File: src/hw/rtl/rtgrc_pkg.sv
// Shared types and constants for the RTT-gradient rate control block.
package rtgrc_pkg;

	localparam int unsigned SampleW   = 24;
	localparam int unsigned RateW     = 32;
	localparam int unsigned AvgW      = 48;
	localparam int unsigned AccW      = 66;
	localparam int unsigned CntW      = 6;
	localparam int unsigned CfgIndexW = 3;
	localparam int unsigned CfgDataW  = 24;
	localparam int unsigned InDataW   = 48;
	localparam int unsigned OutDataW  = 72;
	localparam logic [2:0]  HaiEvents = 3'd5;

	// Configuration register indexes
	typedef enum logic [CfgIndexW-1:0] {
		CFG_EWMA_WEIGHT  = 3'd0,
		CFG_ADD_STEP     = 3'd1,
		CFG_DECREASE     = 3'd2,
		CFG_HIGH_THRESH  = 3'd3,
		CFG_LOW_THRESH   = 3'd4,
		CFG_SEGMENT      = 3'd5,
		CFG_USE_QUEUE    = 3'd6
	} cfg_index_t;

	// Decision codes reported with each result
	typedef enum logic [2:0] {
		DEC_LOW_INC  = 3'd0,
		DEC_HIGH_CUT = 3'd1,
		DEC_GRAD_INC = 3'd2,
		DEC_HAI_INC  = 3'd3,
		DEC_GRAD_CUT = 3'd4
	} decision_t;

	// Shared unit operations
	typedef enum logic {
		MDU_MUL = 1'b0,
		MDU_DIV = 1'b1
	} mdu_mode_t;

	// Request into the shared unit
	typedef struct packed {
		logic                  start;
		mdu_mode_t             mode;
		logic [AccW-1:0]       opa;
		logic [31:0]           opb;
		logic [SampleW-1:0]    rem;
		logic [CntW-1:0]       steps;
	} mdu_req_t;

endpackage

File: src/hw/rtl/rtgrc_mdu.sv
// Iterative shift-add multiplier and restoring divider sharing one adder.
module rtgrc_mdu (
	input  logic                           clk,
	input  logic                           arst_n,
	input  rtgrc_pkg::mdu_req_t            req,
	output logic                           done,
	output logic [rtgrc_pkg::AccW-1:0]     result,
	output logic [31:0]                    quotient
);

	logic                           busy_q;
	logic                           done_q;
	rtgrc_pkg::mdu_mode_t           mode_q;
	logic [rtgrc_pkg::AccW-1:0]     acc_q;
	logic [rtgrc_pkg::AccW-1:0]     opa_q;
	logic [31:0]                    opb_q;
	logic [rtgrc_pkg::CntW-1:0]     cnt_q;

	logic [rtgrc_pkg::AccW-1:0]     add_x;
	logic [rtgrc_pkg::AccW-1:0]     add_y;
	logic                           add_cin;
	logic [rtgrc_pkg::AccW-1:0]     add_sum;
	logic                           ge;

	// Operand select for the single adder
	always_comb begin
		if (mode_q == rtgrc_pkg::MDU_DIV) begin
			add_x   = {{(rtgrc_pkg::AccW-rtgrc_pkg::SampleW-1){1'b0}},
				acc_q[rtgrc_pkg::SampleW-1:0], opb_q[31]};
			add_y   = ~opa_q;
			add_cin = 1'b1;
		end else begin
			add_x   = {acc_q[rtgrc_pkg::AccW-2:0], 1'b0};
			add_y   = opb_q[31] ? opa_q : '0;
			add_cin = 1'b0;
		end
		add_sum = add_x + add_y + {{(rtgrc_pkg::AccW-1){1'b0}}, add_cin};
		ge      = ~add_sum[rtgrc_pkg::AccW-1];
	end

	// Step sequencing
	always_ff @(posedge clk or negedge arst_n) begin
		if (!arst_n) begin
			busy_q <= 1'b0;
			done_q <= 1'b0;
			cnt_q  <= '0;
		end else begin
			done_q <= 1'b0;
			if (req.start) begin
				busy_q <= 1'b1;
				cnt_q  <= req.steps;
			end else if (busy_q) begin
				cnt_q <= cnt_q - 1'b1;
				if (cnt_q == rtgrc_pkg::CntW'(1)) begin
					busy_q <= 1'b0;
					done_q <= 1'b1;
				end
			end
		end
	end

	// Datapath registers
	always_ff @(posedge clk) begin
		if (req.start) begin
			mode_q <= req.mode;
			opa_q  <= req.opa;
			opb_q  <= req.opb;
			acc_q  <= (req.mode == rtgrc_pkg::MDU_DIV) ?
				{{(rtgrc_pkg::AccW-rtgrc_pkg::SampleW){1'b0}}, req.rem} : '0;
		end else if (busy_q) begin
			if (mode_q == rtgrc_pkg::MDU_DIV) begin
				acc_q <= ge ? add_sum : add_x;
				opb_q <= {opb_q[30:0], ge};
			end else begin
				acc_q <= add_sum;
				opb_q <= {opb_q[30:0], 1'b0};
			end
		end
	end

	assign done     = done_q;
	assign result   = acc_q;
	assign quotient = opb_q;

endmodule

File: src/hw/rtl/rtt_gradient_rate_control.sv
// RTT-gradient rate control top level: registers, sequencer and stream ports.
//
//  channel  | direction | handshake          | content
//  s_*      | in        | s_tvalid/s_tready  | op (tuser), rtt_us, queue_depth
//  m_*      | out       | m_tvalid/m_tready  | rate_segments, window_bytes, decision
//  cfg_*    | in        | cfg_we             | register index and value
//
// One item at a time. A restart or empty sample ends in the PREP state. A sample
// runs the EWMA and window multiplies; a cut adds a multiply and, unless it wipes
// the rate, a divide and a second multiply, all on the serial shared unit.
// s_tready is high only while idle; a result is held until m_tready.
// Reset clears the control state and loads the default register values.
module rtt_gradient_rate_control (
	input  logic                                clk,
	input  logic                                arst_n,
	input  logic                                s_tvalid,
	output logic                                s_tready,
	// op [0]
	input  logic                                s_tuser,
	// rtt_us [23:0], queue_depth [47:24]
	input  logic [rtgrc_pkg::InDataW-1:0]       s_tdata,
	output logic                                m_tvalid,
	input  logic                                m_tready,
	// rate_segments [31:0], window_bytes [63:32], decision [66:64], zero fill
	output logic [rtgrc_pkg::OutDataW-1:0]      m_tdata,
	input  logic                                cfg_we,
	input  logic [rtgrc_pkg::CfgIndexW-1:0]     cfg_index,
	input  logic [rtgrc_pkg::CfgDataW-1:0]      cfg_data
);

	typedef enum logic [9:0] {
		ST_IDLE   = 10'b0000000001,
		ST_PREP   = 10'b0000000010,
		ST_EWMA   = 10'b0000000100,
		ST_DECIDE = 10'b0000001000,
		ST_CMUL   = 10'b0000010000,
		ST_CDIV   = 10'b0000100000,
		ST_CAPP   = 10'b0001000000,
		ST_WIN    = 10'b0010000000,
		ST_WWAIT  = 10'b0100000000,
		ST_OUT    = 10'b1000000000
	} state_t;

	localparam int unsigned SW = rtgrc_pkg::SampleW;

	state_t state_q;

	// Configuration registers
	logic [15:0]   ewma_weight_q;
	logic [15:0]   add_step_q;
	logic [15:0]   decrease_q;
	logic [SW-1:0] high_q;
	logic [SW-1:0] low_q;
	logic [15:0]   segment_q;
	logic          use_queue_q;

	// Control state
	logic [rtgrc_pkg::RateW-1:0] rate_q;
	logic [SW-1:0]               min_q;
	logic [SW-1:0]               prev_q;
	logic                        prev_valid_q;
	logic [rtgrc_pkg::AvgW-1:0]  avg_q;
	logic [2:0]                  count_q;
	logic                        out_valid_q;

	// Item payload
	logic                        op_q;
	logic [SW-1:0]               rtt_q;
	logic [SW-1:0]               qocc_q;
	logic [SW-1:0]               meas_q;
	logic [SW-1:0]               div_q;
	logic [31:0]                 win_q;
	rtgrc_pkg::decision_t        dec_q;

	rtgrc_pkg::mdu_req_t         req;
	logic                        mdu_done;
	logic [rtgrc_pkg::AccW-1:0]  mdu_res;
	logic [31:0]                 mdu_quot;

	logic [SW-1:0]               meas;
	logic signed [SW:0]          diff;
	logic signed [49:0]          delta;
	logic [23:0]                 step;
	logic [26:0]                 step5;
	logic [39:0]                 cut_x;
	logic [SW-1:0]               min_div;
	logic                        avg_le0;
	logic [32:0]                 sum_inc1;
	logic [32:0]                 sum_inc5;

	// Sample selection, difference against the previous sample, and derived operands
	always_comb begin
		meas    = use_queue_q ? qocc_q : rtt_q;
		diff    = prev_valid_q ? ($signed({1'b0, meas}) - $signed({1'b0, prev_q})) : '0;
		delta   = $signed({{9{diff[SW]}}, diff, 16'b0}) - $signed({{2{avg_q[47]}}, avg_q});
		step    = {add_step_q, 8'b0};
		step5   = {1'b0, step, 2'b0} + {3'b0, step};
		cut_x   = (meas_q > high_q) ? {meas_q - high_q, 16'b0} : avg_q[39:0];
		min_div = (min_q == '0) ? SW'(1) : min_q;
		avg_le0 = avg_q[47] || (avg_q == '0);
		sum_inc1 = {1'b0, rate_q} + {9'b0, step};
		sum_inc5 = {1'b0, rate_q} + {6'b0, step5};
	end

	// Requests into the shared unit
	always_comb begin
		req       = '0;
		req.mode  = rtgrc_pkg::MDU_MUL;
		req.steps = rtgrc_pkg::CntW'(16);
		unique case (state_q)
			ST_PREP: begin
				req.start = !op_q && (rtt_q != '0);
				req.opa   = {{16{delta[49]}}, delta};
				req.opb   = {ewma_weight_q, 16'b0};
			end
			ST_DECIDE: begin
				req.start = !(meas_q < low_q) && ((meas_q > high_q) || !avg_le0);
				req.opa   = {26'b0, cut_x};
				req.opb   = {decrease_q, 16'b0};
			end
			ST_CMUL: begin
				req.start = mdu_done && (mdu_res[55:32] < div_q);
				req.mode  = rtgrc_pkg::MDU_DIV;
				req.opa   = {42'b0, div_q};
				req.opb   = mdu_res[31:0];
				req.rem   = mdu_res[55:32];
				req.steps = rtgrc_pkg::CntW'(32);
			end
			ST_CDIV: begin
				req.start = mdu_done;
				req.opa   = {34'b0, rate_q};
				req.opb   = mdu_quot;
				req.steps = rtgrc_pkg::CntW'(32);
			end
			ST_WIN: begin
				req.start = 1'b1;
				req.opa   = {34'b0, rate_q};
				req.opb   = {segment_q, 16'b0};
			end
			default: begin
				req.start = 1'b0;
			end
		endcase
	end

	rtgrc_mdu u_mdu (
		.clk      (clk),
		.arst_n   (arst_n),
		.req      (req),
		.done     (mdu_done),
		.result   (mdu_res),
		.quotient (mdu_quot)
	);

	// Configuration writes
	always_ff @(posedge clk or negedge arst_n) begin
		if (!arst_n) begin
			ewma_weight_q <= 16'd6554;
			add_step_q    <= 16'd1024;
			decrease_q    <= 16'd3277;
			high_q        <= SW'(4000);
			low_q         <= SW'(250);
			segment_q     <= 16'd1448;
			use_queue_q   <= 1'b0;
		end else if (cfg_we) begin
			unique case (cfg_index)
				rtgrc_pkg::CFG_EWMA_WEIGHT: ewma_weight_q <= cfg_data[15:0];
				rtgrc_pkg::CFG_ADD_STEP:    add_step_q    <= cfg_data[15:0];
				rtgrc_pkg::CFG_DECREASE:    decrease_q    <= cfg_data[15:0];
				rtgrc_pkg::CFG_HIGH_THRESH: high_q        <= cfg_data;
				rtgrc_pkg::CFG_LOW_THRESH:  low_q         <= cfg_data;
				rtgrc_pkg::CFG_SEGMENT:     segment_q     <= cfg_data[15:0];
				rtgrc_pkg::CFG_USE_QUEUE:   use_queue_q   <= cfg_data[0];
				default: ;
			endcase
		end
	end

	// Payload capture
	always_ff @(posedge clk) begin
		if (state_q == ST_IDLE && s_tvalid) begin
			op_q   <= s_tuser;
			rtt_q  <= s_tdata[23:0];
			qocc_q <= s_tdata[47:24];
		end
		if (state_q == ST_PREP) begin
			meas_q <= meas;
		end
		if (state_q == ST_DECIDE) begin
			div_q <= (meas_q > high_q) ? meas_q : min_div;
		end
		if (state_q == ST_WWAIT && mdu_done) begin
			win_q <= mdu_res[47:16];
		end
	end

	// Sequencer and rate state
	always_ff @(posedge clk or negedge arst_n) begin
		if (!arst_n) begin
			state_q      <= ST_IDLE;
			rate_q       <= '0;
			min_q        <= '1;
			prev_q       <= '0;
			prev_valid_q <= 1'b0;
			avg_q        <= '0;
			count_q      <= '0;
			out_valid_q  <= 1'b0;
			dec_q        <= rtgrc_pkg::DEC_LOW_INC;
		end else begin
			unique case (state_q)
				ST_IDLE: begin
					if (s_tvalid) state_q <= ST_PREP;
				end
				ST_PREP: begin
					if (op_q) begin
						rate_q       <= '0;
						min_q        <= '1;
						prev_q       <= '0;
						prev_valid_q <= 1'b0;
						avg_q        <= '0;
						count_q      <= '0;
						state_q      <= ST_IDLE;
					end else if (rtt_q == '0) begin
						state_q <= ST_IDLE;
					end else begin
						if (meas < min_q) min_q <= meas;
						prev_q       <= meas;
						prev_valid_q <= 1'b1;
						state_q      <= ST_EWMA;
					end
				end
				ST_EWMA: begin
					if (mdu_done) begin
						avg_q   <= avg_q + mdu_res[63:16];
						state_q <= ST_DECIDE;
					end
				end
				ST_DECIDE: begin
					if (meas_q < low_q) begin
						count_q <= '0;
						rate_q  <= sum_inc1[32] ? '1 : sum_inc1[31:0];
						dec_q   <= rtgrc_pkg::DEC_LOW_INC;
						state_q <= ST_WIN;
					end else if (meas_q > high_q) begin
						count_q <= '0;
						dec_q   <= rtgrc_pkg::DEC_HIGH_CUT;
						state_q <= ST_CMUL;
					end else if (avg_le0) begin
						if (count_q + 3'd1 == rtgrc_pkg::HaiEvents) begin
							count_q <= '0;
							rate_q  <= sum_inc5[32] ? '1 : sum_inc5[31:0];
							dec_q   <= rtgrc_pkg::DEC_HAI_INC;
						end else begin
							count_q <= count_q + 3'd1;
							rate_q  <= sum_inc1[32] ? '1 : sum_inc1[31:0];
							dec_q   <= rtgrc_pkg::DEC_GRAD_INC;
						end
						state_q <= ST_WIN;
					end else begin
						count_q <= '0;
						dec_q   <= rtgrc_pkg::DEC_GRAD_CUT;
						state_q <= ST_CMUL;
					end
				end
				ST_CMUL: begin
					// cut of one or more wipes the rate
					if (mdu_done) begin
						if (mdu_res[55:32] >= div_q) begin
							rate_q  <= '0;
							state_q <= ST_WIN;
						end else begin
							state_q <= ST_CDIV;
						end
					end
				end
				ST_CDIV: begin
					if (mdu_done) state_q <= ST_CAPP;
				end
				ST_CAPP: begin
					// rate - ceil(rate * c / 2^32)
					if (mdu_done) begin
						rate_q  <= rate_q - mdu_res[63:32] - {31'b0, |mdu_res[31:0]};
						state_q <= ST_WIN;
					end
				end
				ST_WIN: begin
					state_q <= ST_WWAIT;
				end
				ST_WWAIT: begin
					if (mdu_done) begin
						out_valid_q <= 1'b1;
						state_q     <= ST_OUT;
					end
				end
				ST_OUT: begin
					if (m_tready) begin
						out_valid_q <= 1'b0;
						state_q     <= ST_IDLE;
					end
				end
				default: state_q <= ST_IDLE;
			endcase
		end
	end

	assign s_tready = (state_q == ST_IDLE);
	assign m_tvalid = out_valid_q;
	assign m_tdata  = {5'b0, dec_q, win_q, rate_q};

endmodule

File: config.mk
export PLATFORM = sky130hd
export DESIGN_NAME = rtt_gradient_rate_control
export DESIGN_NICKNAME = d
export VERILOG_FILES = /design/src/hw/rtl/rtgrc_pkg.sv /design/src/hw/rtl/rtgrc_mdu.sv /design/src/hw/rtl/rtt_gradient_rate_control.sv
export SDC_FILE = /design/constraint.sdc
export NUM_CORES = 2
export LEC_CHECK = 0
export BUFFER_PORTS_ARGS = -buffer_cell sky130_fd_sc_hd__buf_2
export CORE_UTILIZATION = 30
export CTS_CLUSTER_SIZE = 20
export DETAILED_ROUTE_END_ITERATION = 10
export HOLD_SLACK_MARGIN = 0.06
export PLACE_DENSITY = 0.49
export SLEW_MARGIN = 20
export SYNTH_ARGS = -nofsm -noshare
export SYNTH_HDL_FRONTEND = slang
export SYNTH_SLANG_ARGS = --single-unit
File: constraint.sdc
create_clock -name clk -period 7.1 [get_ports clk]
set_input_delay 1.065 -clock clk [delete_from_list [all_inputs] [get_ports clk]]
set_output_delay 1.065 -clock clk [all_outputs]
set_load 0.02 [all_outputs]
==> reports/metrics.yaml <==
yosys:
  synth_top_flop_cell: "edfxtp_1"
  synth_top_area_cell: "edfxtp_1"
  yosysWarnings: 0
  yosysSeqAreaShare_pct: 38.2
  synthCells: 4147
  async_reset_ff_share_pct: 49.3
  ys_top_cells_by_area: "edfxtp_1 (21%), dfrtp_1 (13%), ha_1 (12%), mux2_2 (4.7%), a21oi_1 (3.9%)"
  synthDistinctLibCells: 92
  synth.most_common_cell: "ha_1"
  synth-edff-count: 275
  avgSynthCellArea_sq_um: 9.47
  synth_seq_cells: 542
  synth_top_area_share_pct: 21.0
  yosys-top-cells-count: "ha_1 (364), inv_1 (352), nand2_1 (317), a21oi_1 (307), edfxtp_1 (275)"
  syn_area_sq_mm: 0.0393
sta:
  tightestPinTransition_ns: 1.13
  worst_slack_ns: 0.828
  clock_skew_ns: 0.0290
  fin_crit_sh_pct: 88.3
  slew_viol_final: 0
  setup_tns_ns: 0
  setup_viol: 0
  timing.fmax_mhz: 159
  fin_crit_ns: 6.27
  hold_viol_final: 0
  max_slew_margin_pct: 24.7
  grt_setup_unrepaired: "false"
setup_path:
  cp_max_fo: 24
  cp_data_arrival_time_ns: 6.78
  path_class: "register to register"
  r2r-end: "u_mdu.opa_q[64]"
  r2r_setup_slack_ns: 0.83
  required_ns: 7.61
  reg2reg_depth: 23
  r2r-start: "use_queue_q"
  cp-start-kind: "register"
  endpoint_kind: "register"
pwr:
  ir_drop_mv: 0.165
  p_per_area_mw_per_mm2: 191
  switching_power_mw: 2.45
  seq_power_share_pct: 42.1
  clkPwrFrac_pct: 41.8
  fin_total_pwr_mw: 8.47
  p_leak_nw: 18.6
  swShare_pct: 28.9
  p_comb_share_pct: 16.1
  p_int_mw: 6.02
route:
  ant_nets: 0
  drt-wirelength-per-cell_microns: 24.7
  vias: 32800
  drc: 0
  drtIter0Drc: 3146
  drt-pass1-iter-count: 8
  vias_per_cell: 5.39
  routed_wl_mm: 150
final_layout:
  area_growth_pct: 13.2
  multi_input_area_sq_mm: 0.0224
  final-seq-area_sq_mm: 0.0150
  diodes: 0
  nets: 4747
  drive_gt1_share_pct: 14.4
  finalInstanceArea_sq_mm: 0.0445
  fillerInstances: 13300
die:
  rows: 132
  ios: 155
  core_sq_mm: 0.130
  die_h_microns: 364
  initial_core_util_pct: 30.3
  die_width_microns: 364
  die_area_sq_mm: 0.132
clocking:
  clkSlewWorstSetupHoldPaths_ns: 0.06
  cts_buffer_depth: 3
  postCtsSetupBuffers: 0
  cts_buffers: 69
  cts_num_sinks: 542
  clock_latency_ns: 0.68
  cts.repair.resized: 0
  htree_num_levels: 3
  cts_tree: "done"
  postCtsHoldBufs: 0
  clockRootBuffer: "clkbuf_16"
global_routing:
  grt_pass1_vias: 30900
  antenna_found_initial: 15
  grt_usage_pct: 22.4
  grt_pass1_wl_mm: 217
  grt_max_degree: 153
  grt.overflow.total: 0
run_status:
  status: "finished, final reports clean"
placed_design:
  routabilityCongestion: 0.935
  dpl-instance-area_sq_mm: 0.0422
  io_buffer_count: 149
  post-place-ws_ns: 0.918
  hpwl_mm: 112
flow_run:
  drv_cap: 0
min_path:
  hold_path.class: "input pin to asynchronous set/reset pin"
==> how the worst max path moves through the flow <==
stage | from | end | slack (ns) | cells past startpoint
2_1_floorplan | use_queue_q | u_mdu.opa_q[64] | 1.30 | 27
3_3_place_gp | use_queue_q | u_mdu.opa_q[64] | 0.98 | 27
3_5_place_dp | use_queue_q | u_mdu.opa_q[64] | 0.92 | 23
4_1_cts | use_queue_q | u_mdu.opa_q[64] | 0.84 | 23
5_1_grt | use_queue_q | u_mdu.opa_q[64] | 0.35 | 23
6_report | use_queue_q | u_mdu.opa_q[64] | 0.83 | 23
==> layout make-up <==
cell class	count	area share [%]
clock buffer	86	4.12
tap	1742	4.90
inverter	354	2.99
clock inverter	41	0.878
multi-input combinational	3089	50.3
sequential	542	33.8
timing repair buffer	223	3.01
==> kinds of logic (layout without fill, tap and decap cells) <==
kind of cell    Yosys count  after routing  share of synthesized area (%)
compound gates         1200           1200                           19.8
xor+xnor                211            211                           4.71
fa+ha+maj               387            387                           12.8
buf+inv                 520            704                           5.10
flops                   542            542                           38.2
mux                     218            218                           6.11
other cells               1              5                        0.00955
simple gates           1068           1068                           13.3
==> per-stage QoR <==
step	utilization [%]	hold slack [ns]	cells
after detailed placement	32.6	0.480	5950
after floorplan	-	0.456	4151
final	34.3	0.474	6077
after global routing	34.3	0.510	6077
after global placement	32.6	0.482	5950
after CTS	34.3	0.503	6077
==> placed cells by master (no fill, tap or decap), types with 46 or more instances in the layout <==
cell type	n
nand3_1	99
o21ai_1	59
buf_2	148
dfrtp_1	210
nand4_1	46
nor2b_1	67
nor3_1	68
nand2_1	317
a22oi_1	64
a21oi_1	305
o21ai_0	217
edfxtp_1	275
xor2_1	95
mux2i_1	54
inv_1	349
a21o_1	142
buf_4	72
a31oi_1	59
mux2_2	163
clkbuf_16	69
xnor2_1	116
nor2_1	231
ha_1	364
dfstp_2	57
==> metal layers <==
metal	wire [microns]	global-route usage [%]	share of wire [%]	up-vias
li1	-	-	-	15500
met1	70000	31.9	47	16100
met4	5190	7.53	3.5	0
met5	0	0	0	-
met3	8770	3.23	5.9	204
met2	65800	34.5	44	999
==> state kept, by name (all words and copies together), names as in the netlist, 32 cells and up <==
signal,cells
u_mdu.quotient,32
u_mdu.opa_q,49
win_q,32
u_mdu.result,64
rate_q,32
avg_q,48
==> power by group through the flow <==
stage / clock network, mW / logic [mW] / registers (mW)
after floorplan: 0 / 0.952 / 3.59
after global routing: 3.74 / 1.51 / 3.59
after CTS: 3.63 / 1.36 / 3.57
final: 3.54 / 1.36 / 3.57
after detailed placement: 0 / 1.36 / 3.63
after global placement: 0 / 1.34 / 3.62
==> critical path, cell delays in order, from the launching register on <==
cell and delay, ns:
dfrtp_1 0.36, buf_4 0.37, mux2i_1 0.34, inv_1 0.12, ha_1 0.31, nor2b_1 0.15, o21ai_1 0.20, a21boi_0 0.12
o21ai_0 0.18, nand2b_1 0.11, a21oi_1 0.34, o211ai_1 0.28, nand3_1 0.16, a31oi_1 0.15, o41ai_1 0.50, o2111a_1 0.51
ha_1 0.33, nor2b_1 0.15, nor3_1 0.26, a211oi_2 0.15, o31ai_1 0.32, nand2b_2 0.11, a2111o_1 0.41, a21oi_1 0.16
Power figures use the tool's default switching activity.
